File: config.mk
export PLATFORM = sky130hd
export DESIGN_NAME = info_frame_stuffing_encoder_top
export DESIGN_NICKNAME = d
export VERILOG_FILES = /design/src/hw/rtl/ifse_pkg.sv /design/src/hw/rtl/ifse_front.sv /design/src/hw/rtl/ifse_queue.sv /design/src/hw/rtl/ifse_back.sv /design/src/hw/rtl/info_frame_stuffing_encoder_top.sv
export SDC_FILE = /design/constraint.sdc
export NUM_CORES = 1
export LEC_CHECK = 0
export BUFFER_PORTS_ARGS = -buffer_cell sky130_fd_sc_hd__buf_2
export CAP_MARGIN = 10
export CORE_ASPECT_RATIO = 1.2
export CORE_MARGIN = 2
export CORE_UTILIZATION = 31
export DETAILED_ROUTE_END_ITERATION = 10
export GPL_ROUTABILITY_DRIVEN = 0
export SYNTH_ARGS = -nofsm -noshare
export SYNTH_HDL_FRONTEND = slang
export SYNTH_SLANG_ARGS = --single-unit
File: constraint.sdc
create_clock -name clock -period 6.25 [get_ports clock]
set_input_delay 0.625 -clock clock [delete_from_list [all_inputs] [get_ports clock]]
set_output_delay 0.625 -clock clock [all_outputs]
set_load 0.05 [all_outputs]
File: src/hw/rtl/ifse_pkg.sv
package ifse_pkg;

   // framing and escape bytes
   localparam logic [7:0] FLAG_BYTE   = 8'h7E;
   localparam logic [7:0] ESCAPE_BYTE = 8'h7D;
   localparam logic [7:0] ESC_OF_FLAG = 8'h5E;
   localparam logic [7:0] ESC_OF_ESC  = 8'h5D;

   // configuration register indexes
   localparam int unsigned CSR_INDEX_W = 8;
   localparam logic [CSR_INDEX_W-1:0] REG_ADDRESS   = 8'd0;
   localparam logic [CSR_INDEX_W-1:0] REG_CTRL_ZERO = 8'd1;
   localparam logic [CSR_INDEX_W-1:0] REG_CTRL_ONE  = 8'd2;

   // configuration reset values
   localparam logic [7:0] ADDRESS_RESET   = 8'd3;
   localparam logic [7:0] CTRL_ZERO_RESET = 8'd0;
   localparam logic [7:0] CTRL_ONE_RESET  = 8'd64;

   // output symbols of one frame, in wire order
   localparam int unsigned SYM_W = 3;
   localparam logic [SYM_W-1:0] SYM_FLAG_OPEN  = 3'd0;
   localparam logic [SYM_W-1:0] SYM_ADDRESS    = 3'd1;
   localparam logic [SYM_W-1:0] SYM_CONTROL    = 3'd2;
   localparam logic [SYM_W-1:0] SYM_HEADER_CHK = 3'd3;
   localparam logic [SYM_W-1:0] SYM_DATA       = 3'd4;
   localparam logic [SYM_W-1:0] SYM_PAYLOAD_CHK = 3'd5;
   localparam logic [SYM_W-1:0] SYM_FLAG_CLOSE = 3'd6;

   // one classified payload byte, passed from front to back
   typedef struct packed {
      logic [7:0] data;
      logic       last;
      logic       open;
      logic [7:0] ctrl;
      logic [7:0] check;
   } job_type;

endpackage

File: src/hw/rtl/ifse_front.sv
module ifse_front (
   input  logic                clock,
   input  logic                reset,
   input  logic                req_valid,
   output logic                req_ready,
   input  logic [7:0]          req_data_byte,
   input  logic                req_last_byte,
   input  logic [7:0]          ctrl_zero,
   input  logic [7:0]          ctrl_one,
   input  logic                queue_full,
   output logic                push,
   output ifse_pkg::job_type   job
);

   logic       in_frame_ff, in_frame_in;
   logic       seq_ff, seq_in;
   logic [7:0] check_ff, check_in;
   logic [7:0] check_next;

   assign req_ready = !queue_full;
   assign push      = req_valid && req_ready;

   // classify the transaction and fold it into the running check
   always_comb begin
      check_next = (in_frame_ff ? check_ff : 8'd0) ^ req_data_byte;
      job.data   = req_data_byte;
      job.last   = req_last_byte;
      job.open   = !in_frame_ff;
      job.ctrl   = seq_ff ? ctrl_one : ctrl_zero;
      job.check  = check_next;
   end

   // frame state update
   always_comb begin
      in_frame_in = in_frame_ff;
      seq_in      = seq_ff;
      check_in    = check_ff;
      if (push) begin
         if (req_last_byte) begin
            in_frame_in = 1'b0;
            seq_in      = !seq_ff;
            check_in    = 8'd0;
         end else begin
            in_frame_in = 1'b1;
            check_in    = check_next;
         end
      end
   end

   always_ff @(posedge clock) begin
      if (reset) begin
         in_frame_ff <= 1'b0;
         seq_ff      <= 1'b0;
         check_ff    <= 8'd0;
      end else begin
         in_frame_ff <= in_frame_in;
         seq_ff      <= seq_in;
         check_ff    <= check_in;
      end
   end

endmodule

File: src/hw/rtl/ifse_queue.sv
module ifse_queue #(
   parameter int unsigned Depth = 4
) (
   input  logic              clock,
   input  logic              reset,
   input  logic              push,
   input  ifse_pkg::job_type push_job,
   output logic              full,
   input  logic              pop,
   output logic              head_valid,
   output ifse_pkg::job_type head_job
);

   localparam int unsigned PtrW = (Depth > 1) ? $clog2(Depth) : 1;
   localparam int unsigned CntW = $clog2(Depth + 1);
   localparam logic [PtrW-1:0] LastPtr = PtrW'(Depth - 1);
   localparam logic [CntW-1:0] FullCnt = CntW'(Depth);

   ifse_pkg::job_type entry_ff [Depth];
   logic [PtrW-1:0] wr_ptr_ff, wr_ptr_in;
   logic [PtrW-1:0] rd_ptr_ff, rd_ptr_in;
   logic [CntW-1:0] count_ff, count_in;

   assign full       = (count_ff == FullCnt);
   assign head_valid = (count_ff != '0);
   assign head_job   = entry_ff[rd_ptr_ff];

   // pointer and fill count update
   always_comb begin
      wr_ptr_in = wr_ptr_ff;
      rd_ptr_in = rd_ptr_ff;
      count_in  = count_ff;
      if (push) begin
         wr_ptr_in = (wr_ptr_ff == LastPtr) ? '0 : wr_ptr_ff + 1'b1;
      end
      if (pop) begin
         rd_ptr_in = (rd_ptr_ff == LastPtr) ? '0 : rd_ptr_ff + 1'b1;
      end
      if (push && !pop) begin
         count_in = count_ff + 1'b1;
      end else if (pop && !push) begin
         count_in = count_ff - 1'b1;
      end
   end

   always_ff @(posedge clock) begin
      if (reset) begin
         wr_ptr_ff <= '0;
         rd_ptr_ff <= '0;
         count_ff  <= '0;
      end else begin
         wr_ptr_ff <= wr_ptr_in;
         rd_ptr_ff <= rd_ptr_in;
         count_ff  <= count_in;
      end
   end

   // entry storage
   always_ff @(posedge clock) begin
      if (push) begin
         entry_ff[wr_ptr_ff] <= push_job;
      end
   end

endmodule

File: src/hw/rtl/ifse_back.sv
module ifse_back (
   input  logic              clock,
   input  logic              reset,
   input  logic [7:0]        address,
   input  logic              head_valid,
   input  ifse_pkg::job_type head_job,
   output logic              pop,
   output logic              rsp_valid,
   input  logic              rsp_ready,
   output logic [7:0]        rsp_out_byte,
   output logic              rsp_last_of_run,
   output logic              rsp_frame_end
);

   logic                       busy_ff, busy_in;
   logic [ifse_pkg::SYM_W-1:0] sym_ff, sym_in;
   logic                       esc_ff, esc_in;
   logic                       valid_ff, valid_in;
   logic [7:0]                 byte_ff, byte_in;
   logic                       last_ff, last_in;
   logic                       fend_ff, fend_in;

   logic                       load;
   logic [ifse_pkg::SYM_W-1:0] cur_sym;
   logic [ifse_pkg::SYM_W-1:0] end_sym;
   logic [7:0]                 sym_val;
   logic                       sym_raw;
   logic                       needs_esc;
   logic                       sym_done;
   logic                       item_done;

   assign load    = head_valid && (!valid_ff || rsp_ready);
   assign cur_sym = busy_ff ? sym_ff
                  : (head_job.open ? ifse_pkg::SYM_FLAG_OPEN : ifse_pkg::SYM_DATA);
   assign end_sym = head_job.last ? ifse_pkg::SYM_FLAG_CLOSE : ifse_pkg::SYM_DATA;

   // symbol value for the current step
   always_comb begin
      sym_raw = 1'b0;
      unique case (cur_sym)
         ifse_pkg::SYM_FLAG_OPEN: begin
            sym_val = ifse_pkg::FLAG_BYTE;
            sym_raw = 1'b1;
         end
         ifse_pkg::SYM_ADDRESS:     sym_val = address;
         ifse_pkg::SYM_CONTROL:     sym_val = head_job.ctrl;
         ifse_pkg::SYM_HEADER_CHK:  sym_val = address ^ head_job.ctrl;
         ifse_pkg::SYM_DATA:        sym_val = head_job.data;
         ifse_pkg::SYM_PAYLOAD_CHK: sym_val = head_job.check;
         default: begin
            sym_val = ifse_pkg::FLAG_BYTE;
            sym_raw = 1'b1;
         end
      endcase
   end

   // stuffing of the symbol into one or two wire bytes
   always_comb begin
      needs_esc = !sym_raw && ((sym_val == ifse_pkg::FLAG_BYTE)
                            || (sym_val == ifse_pkg::ESCAPE_BYTE));
      sym_done  = !needs_esc || esc_ff;
      item_done = sym_done && (cur_sym == end_sym);
      if (esc_ff) begin
         byte_in = (sym_val == ifse_pkg::FLAG_BYTE) ? ifse_pkg::ESC_OF_FLAG
                                                     : ifse_pkg::ESC_OF_ESC;
      end else if (needs_esc) begin
         byte_in = ifse_pkg::ESCAPE_BYTE;
      end else begin
         byte_in = sym_val;
      end
      last_in = item_done;
      fend_in = item_done && (cur_sym == ifse_pkg::SYM_FLAG_CLOSE);
   end

   assign pop = load && item_done;

   // step sequencer
   always_comb begin
      busy_in  = busy_ff;
      sym_in   = sym_ff;
      esc_in   = esc_ff;
      valid_in = valid_ff && !rsp_ready;
      if (load) begin
         valid_in = 1'b1;
         if (!sym_done) begin
            esc_in  = 1'b1;
            busy_in = 1'b1;
            sym_in  = cur_sym;
         end else if (item_done) begin
            esc_in  = 1'b0;
            busy_in = 1'b0;
         end else begin
            esc_in  = 1'b0;
            busy_in = 1'b1;
            sym_in  = cur_sym + 1'b1;
         end
      end
   end

   always_ff @(posedge clock) begin
      if (reset) begin
         busy_ff  <= 1'b0;
         sym_ff   <= ifse_pkg::SYM_FLAG_OPEN;
         esc_ff   <= 1'b0;
         valid_ff <= 1'b0;
      end else begin
         busy_ff  <= busy_in;
         sym_ff   <= sym_in;
         esc_ff   <= esc_in;
         valid_ff <= valid_in;
      end
   end

   // output register
   always_ff @(posedge clock) begin
      if (load) begin
         byte_ff <= byte_in;
         last_ff <= last_in;
         fend_ff <= fend_in;
      end
   end

   assign rsp_valid       = valid_ff;
   assign rsp_out_byte    = byte_ff;
   assign rsp_last_of_run = last_ff;
   assign rsp_frame_end   = fend_ff;

   // closing flag always ends the run of its transaction
   assert property (@(posedge clock) disable iff (reset)
      (valid_ff && fend_ff) |-> (last_ff && byte_ff == ifse_pkg::FLAG_BYTE))
      else $error("frame end without closing flag");

   // second half of an escape is always an escaped code
   assert property (@(posedge clock) disable iff (reset)
      (load && esc_ff) |=> (byte_ff == ifse_pkg::ESC_OF_FLAG
                            || byte_ff == ifse_pkg::ESC_OF_ESC))
      else $error("bad escape continuation");

   // an escape never ends a transaction's run
   assert property (@(posedge clock) disable iff (reset)
      (load && needs_esc && !esc_ff) |-> !pop)
      else $error("pop in the middle of an escape");

   // escape pending implies a symbol in progress
   assert property (@(posedge clock) disable iff (reset)
      esc_ff |-> busy_ff)
      else $error("escape pending while idle");

endmodule

File: src/hw/rtl/info_frame_stuffing_encoder_top.sv
// Information frame encoder with byte stuffing.
// Request channel (req_): one payload byte per transaction, req_last_byte
// marks the final byte of a frame. Response channel (rsp_): one wire byte
// per transaction; rsp_last_of_run marks the final byte caused by a request,
// rsp_frame_end marks the closing flag. The first byte of a frame is
// preceded by flag, address, control and header check; the last byte is
// followed by the payload check and the closing flag. Everything between
// the flags is escaped (0x7E -> 0x7D 0x5E, 0x7D -> 0x7D 0x5D).
// Configuration (csr_): index 0 address, 1 control for sequence zero,
// 2 control for sequence one; other indexes are ignored. csr_ready is
// always high; write only while no request is in flight.
// The first byte of a request passes through the queue and the output
// register before it is on rsp_. The back end emits one wire byte per cycle
// while the queue holds a request and rsp_ready is high; a plain middle
// byte gives 1 to 2 wire bytes and a one-byte frame up to 12.
// A queue of QueueDepth requests sits between front and back, so requests
// are taken while responses wait; when rsp_ready is low the output register
// holds and req_ready drops once the queue fills.
// Reset clears the queue, closes any open frame, zeroes the sequence bit
// and the running check, and restores the register defaults.
module info_frame_stuffing_encoder_top #(
   parameter int unsigned QueueDepth = 4
) (
   input  logic                              clock,
   input  logic                              reset,
   input  logic                              req_valid,
   output logic                              req_ready,
   input  logic [7:0]                        req_data_byte,
   input  logic                              req_last_byte,
   output logic                              rsp_valid,
   input  logic                              rsp_ready,
   output logic [7:0]                        rsp_out_byte,
   output logic                              rsp_last_of_run,
   output logic                              rsp_frame_end,
   input  logic                              csr_valid,
   output logic                              csr_ready,
   input  logic [ifse_pkg::CSR_INDEX_W-1:0]  csr_index,
   input  logic [7:0]                        csr_data
);

   logic [7:0] address_ff, address_in;
   logic [7:0] ctrl_zero_ff, ctrl_zero_in;
   logic [7:0] ctrl_one_ff, ctrl_one_in;

   logic              queue_full;
   logic              push;
   logic              pop;
   logic              head_valid;
   ifse_pkg::job_type push_job;
   ifse_pkg::job_type head_job;

   assign csr_ready = 1'b1;

   // register write decode
   always_comb begin
      address_in   = address_ff;
      ctrl_zero_in = ctrl_zero_ff;
      ctrl_one_in  = ctrl_one_ff;
      if (csr_valid && csr_ready) begin
         unique case (csr_index)
            ifse_pkg::REG_ADDRESS:   address_in   = csr_data;
            ifse_pkg::REG_CTRL_ZERO: ctrl_zero_in = csr_data;
            ifse_pkg::REG_CTRL_ONE:  ctrl_one_in  = csr_data;
            default: ;
         endcase
      end
   end

   always_ff @(posedge clock) begin
      if (reset) begin
         address_ff   <= ifse_pkg::ADDRESS_RESET;
         ctrl_zero_ff <= ifse_pkg::CTRL_ZERO_RESET;
         ctrl_one_ff  <= ifse_pkg::CTRL_ONE_RESET;
      end else begin
         address_ff   <= address_in;
         ctrl_zero_ff <= ctrl_zero_in;
         ctrl_one_ff  <= ctrl_one_in;
      end
   end

   // request classification
   ifse_front u_front (
      .clock         (clock),
      .reset         (reset),
      .req_valid     (req_valid),
      .req_ready     (req_ready),
      .req_data_byte (req_data_byte),
      .req_last_byte (req_last_byte),
      .ctrl_zero     (ctrl_zero_ff),
      .ctrl_one      (ctrl_one_ff),
      .queue_full    (queue_full),
      .push          (push),
      .job           (push_job)
   );

   // decoupling queue
   ifse_queue #(
      .Depth (QueueDepth)
   ) u_queue (
      .clock      (clock),
      .reset      (reset),
      .push       (push),
      .push_job   (push_job),
      .full       (queue_full),
      .pop        (pop),
      .head_valid (head_valid),
      .head_job   (head_job)
   );

   // byte serializer and stuffing
   ifse_back u_back (
      .clock           (clock),
      .reset           (reset),
      .address         (address_ff),
      .head_valid      (head_valid),
      .head_job        (head_job),
      .pop             (pop),
      .rsp_valid       (rsp_valid),
      .rsp_ready       (rsp_ready),
      .rsp_out_byte    (rsp_out_byte),
      .rsp_last_of_run (rsp_last_of_run),
      .rsp_frame_end   (rsp_frame_end)
   );

endmodule
# [Word-level counts from Yosys, hierarchy flattened]
# Memory sizes are Yosys's and may differ from the RTL's. A register that Yosys moved wholly into a read port is not among the register bits.
# Index checks and enable logic that the tools add are counted.
[op_classes] addsub=5 n_eq_ne=15 mux=25 n_bitwise=2 n_reduce_logical=29
[ops] operator="two-way mux 8 bit" n=5
[ops] operator="one-hot mux 8 bit (5 select lines)" n=1
[ops] operator="two-way mux 3 bit" n=6
[ops] operator="equality test 8 x 7 -> 1 bit (second input constant)" n=2
[ops] operator="bitwise XOR 8 bit" n=2
[ops] operator="equality test 3 bit (second input constant)" n=4
[ops] operator="two-way mux 2 bit" n=6
[ops] operator="AND reduction 2 bit" n=5
[ops] operator="logical AND 1 bit" n=9
[ops] operator="equality test 8 x 1 -> 1 bit (second input constant)" n=1
[ops] operator="equality test 8 x 2 -> 1 bit (second input constant)" n=1
[ops] operator="logical NOT 1 bit" n=8
[ops] operator="logical NOT 8 bit" n=1
[ops] operator="two-way mux 1 bit" n=7
[ops] operator="adder 3 x 1 -> 3 bit (second input constant)" n=2
[ops] operator="equality test 3 x 2 -> 1 bit (second input constant)" n=2
[ops] operator="OR reduction 5 bit" n=1
[ops] operator="adder 2 x 1 -> 2 bit (second input constant)" n=2
[ops] operator="equality test 2 bit (second input constant)" n=2
[ops] operator="equality test 3 x 1 -> 1 bit (second input constant)" n=1
[ops] operator="equality test 3 bit" n=1
[ops] operator="logical OR 1 bit" n=3
[ops] operator="nonzero test 3 bit" n=1
[ops] operator="subtractor 3 x 1 -> 3 bit (second input constant)" n=1
[ops] operator="2 further kinds" n=2
[totals] regBits=57 ram_bits=104 elab_cells=93 mem_count=1
[mem_list] memory="u_queue.entry_ff" words=4 word_bits=26 read_ports=1 rd_ports_with_merged_regs=1 wr=1 line_no="ifse_queue.sv:19" source="ifse_pkg::job_type entry_ff [Depth];"

# [Depth between registers and ports, before layout]
[logic_depth] depth_word=14 mapped_depth=20 depth_no_buf=18

# [Modules after synthesis]
# A second synthesis with hierarchy kept.
[hier_totals] cells_unflattened=482 area_unflattened_um2=7264.5
[modules_own_cells] mod="ifse_queue" instances=1 cells_each=180 area_each_um2=4239.1 seq_area_each_um2=3303.2
[modules_own_cells] mod="ifse_back" instances=1 cells_each=140 area_each_um2=1286.2 seq_area_each_um2=420.4
[modules_own_cells] mod="info_frame_stuffing_encoder_top" instances=1 cells_each=98 area_each_um2=1029.7 seq_area_each_um2=480.5
[modules_own_cells] mod="ifse_front" instances=1 cells_each=64 area_each_um2=709.4 seq_area_each_um2=200.2

# [Worst setup path after synthesis]
# No wires, ideal clock.
[synth_timing] kind="register -> register" from="register (tool-made name)" to="register u_queue.count_ff[2]" setup_ns=0.071 arrival_time_ns=3.784 t_required_ns=6.179 setup_slack_ns=2.395 path_stages_with_launch=19 period_less_slack_ns=3.855 path_cell_list="dfxtp_1 -> buf_6 -> mux2i_1 -> a22o_1 -> a21oi_1 -> ha_1 -> clkbuf_1 -> o2bb2ai_1 -> o22ai_1 -> or3_1 -> nor3_4 -> nor3_2 -> inv_1 -> ha_1 -> inv_1 -> fa_1 -> xor2_1 -> or3_1 -> a21oi_1"
[synth_lines] element="to (signal assigned)" line_no="ifse_queue.sv:54" source="count_ff <= count_in;"
[synth_lines] element="to (decl)" line_no="ifse_queue.sv:22" source="logic [CntW-1:0] count_ff, count_in;"

==> flow_summary.toml <==
[final_layout]
regArea_mm2 = 0.00441
mostFrequentLayoutCells = "114 x edfxtp_1, 48 x dfxtp_1, 47 x nand2_1"
area_growth_pct = 15.0
layoutNonFillerInstCount = 824
fillerInstances = 2077
diodes = 0
multiInputGateArea_mm2 = 0.00232
nets = 575
final_common_cell = "edfxtp_1"
design_area_mm2 = 0.00797
drive_gt1_share_pct = 21.5

[synthesis]
synth_ff_type = "edfxtp_1"
netlist_top_cells_area = "edfxtp_1 49%, dfxtp_1 14%, mux4_2 7.2%, mux2i_1 4.5%, nand2_1 2.5%"
synth_async_sr_flop_share_pct = 0
synth_top_area_share_pct = 49.4
ys_ff_latch = 163
synth_cell_types = 58
syn_avg_cell_area_um2 = 14.0
synthCells = 496
ys_seq_area_share_pct = 63.6
syn_nets = 534
yosysWarnings = 0
synth_edf_count = 114
synth_top_area_cell = "edfxtp_1"
syn_area_mm2 = 0.00693

[worst_setup_path]
path_max_fanout = 16
cp.required_ps = 6600
worstSetupStartpointType = "flip-flop"
worstPathArrival_ps = 5200
r2r_slack_ps = 1400
critPathKind = "flip-flop to flip-flop"
cp-end-kind = "flip-flop"

[flow_run]
cap_violations = 0

[grt]
grt_start_max_net_pins = 45
grt-ovfl-total = 0
grt_first_pass_wirelength_um = 22900
first_global_vias = 4195
antenna_found_initial = 0
gr-usage-all-layers_pct = 12.7

[clock_tree]
post_cts_resized = 0
worst_skew_pair.late_latency_ps = 420
clk_pin_slew_worst_paths_ps = 60
cts_setup_buffers = 0
cts_hold_buf = 0
cts_made_buffers = 17
ctsHtreeMaxLevel = 4
cts_tree = "done"
clockBufferDepth = 2
cts-root-buf = "clkbuf_16"
clock_sinks = 163

[timing]
hold_violations = 0
setup_viol = 0
slew_violations = 0
timing.setup.tns_ps = 0
grt_setup_unrepaired = "false"
fin_skew_ps = 11.6
timing.final.crit_share_pct = 77.6
fin_crit_ps = 4850
slew_headroom_pct = 27.9
worst_pin_slew_ps = 1070
setup_slack_ps = 1400
max_freq_mhz = 206

[die]
io_pins = 43
start_util_pct = 31.7
die_x_um = 140
row_count = 59
die_h_um = 168
core-area_mm2 = 0.0219
dieArea_mm2 = 0.0236

[detailed_routing]
wl_per_cell_um = 17.5
firstDrtPassIters = 7
viasPerCell = 4.98
drt-initial-drc-count = 296
drc_errors = 0
routed_wl_um = 14400
ant_nets = 0
via_count = 4105

[place]
place_inst = 792
portBuffers = 41
pre_cts_slack_ps = 1470
dpl.hpwl_um = 9800
dpl_cell_area_mm2 = 0.00741

[power_and_ir_drop]
p_leak_nw = 2.89
power_density_mw_per_mm2 = 394
vdd_drop_max_uv = 196

[run_status]
status = "finished clean"

[min_path]
hp-class = "input pin to flip-flop"
path summary, 6_finish.rpt:
check,end,depth (start not counted),from
max,u_queue.count_ff[2],18,flip-flop
min reg2reg,u_back.rsp_valid,2,u_back.rsp_valid
max reg2reg,u_queue.count_ff[2],18,flip-flop
min,u_queue.entry_ff[0][21],1,req_data_byte[3]
where the power goes:
part	switching, W	leakage (nW)	internal [W]
combinational	0.000504	1.17	0.000261
clock	0.000401	0.278	0.000564
sequential	0.0000933	1.44	0.00132
worst max-delay path, cell delays in order (launching register included):
cell and delay (ps):
dfxtp_2 690, mux2i_1 220, a22o_1 310, a21oi_1 180, ha_1 480, nor2b_1 180, o21ai_0 80, o211ai_1 110
o22ai_1 130, or3_1 400, nor3_4 390, nor3_2 160, inv_1 90, ha_1 190, inv_1 80, fa_1 450
xor2_1 160, or3_1 300, a21oi_1 140
per-stage QoR:
stage               hold WS, ps  utilization (%)  power, W
floorplan                   439                -   0.00199
global placement            458             33.9   0.00218
detailed placement          466             33.9   0.00220
CTS                         416             36.5   0.00317
global route                444             36.5   0.00329
finish                      442             36.5   0.00314
kinds of logic after synthesis:
group | after synthesis | synth area share, %
AO/OA/AOI/OAI | 58 | 5.94
XOR/XNOR | 16 | 2.02
adder cells (fa/ha/maj) | 8 | 1.55
buffers and inverters | 47 | 2.89
flip-flops | 163 | 63.6
multiplexers | 66 | 14.4
other | 1 | 0.0541
AND/OR/NAND/NOR | 137 | 9.53
per-layer routing:
| metal | up-vias | wire length (um) | global-route usage, % |
|---|---|---|---|
| met3 | 34 | 668 | 3.13 |
| met4 | 0 | 448 | 5.78 |
| met5 | - | 0 | 0 |
| met2 | 120 | 7420 | 21.8 |
| li1 | 1922 | - | - |
| met1 | 2029 | 5910 | 15.1 |
flip-flops by register name (all words and copies together) (netlist names), 3 cells and up, named ones only:
name	flops
u_back.rsp_out_byte	8
u_queue.entry_ff	104
u_front.check_ff	8
ctrl_one_ff	8
ctrl_zero_ff	8
u_back.sym_ff	3
address_ff	8
u_queue.count_ff	3
cells in the mapped netlist, types with 2 or more instances:
master and number:
nor4bb_1 3, mux2i_1 31, nand2_1 47, buf_2 4
ha_1 7, nor3_1 7, xnor2_1 10, nand4b_1 2
nor2b_1 14, inv_1 20, mux4_2 22, a211oi_1 2
a2bb2oi_1 8, o21ai_0 12, or2_2 3, buf_4 3
dfxtp_1 49, mux2_2 9, clkbuf_1 18, xor2_1 6
nor2_1 45, or3_1 2, edfxtp_1 114, mux4_1 3
and3_1 5, a21oi_1 13, o21a_1 4, o2111ai_1 3
cell type report:
type                    instances  area share (%)
multi-input cells             286            29.2
clock buffers                  24            6.33
clock inverters                 8           0.644
repair buffers                 49            3.33
flip-flops and latches        163            55.3
inverters                      20           0.942
well taps                     274            4.30
(Power assumes the default switching activity.)
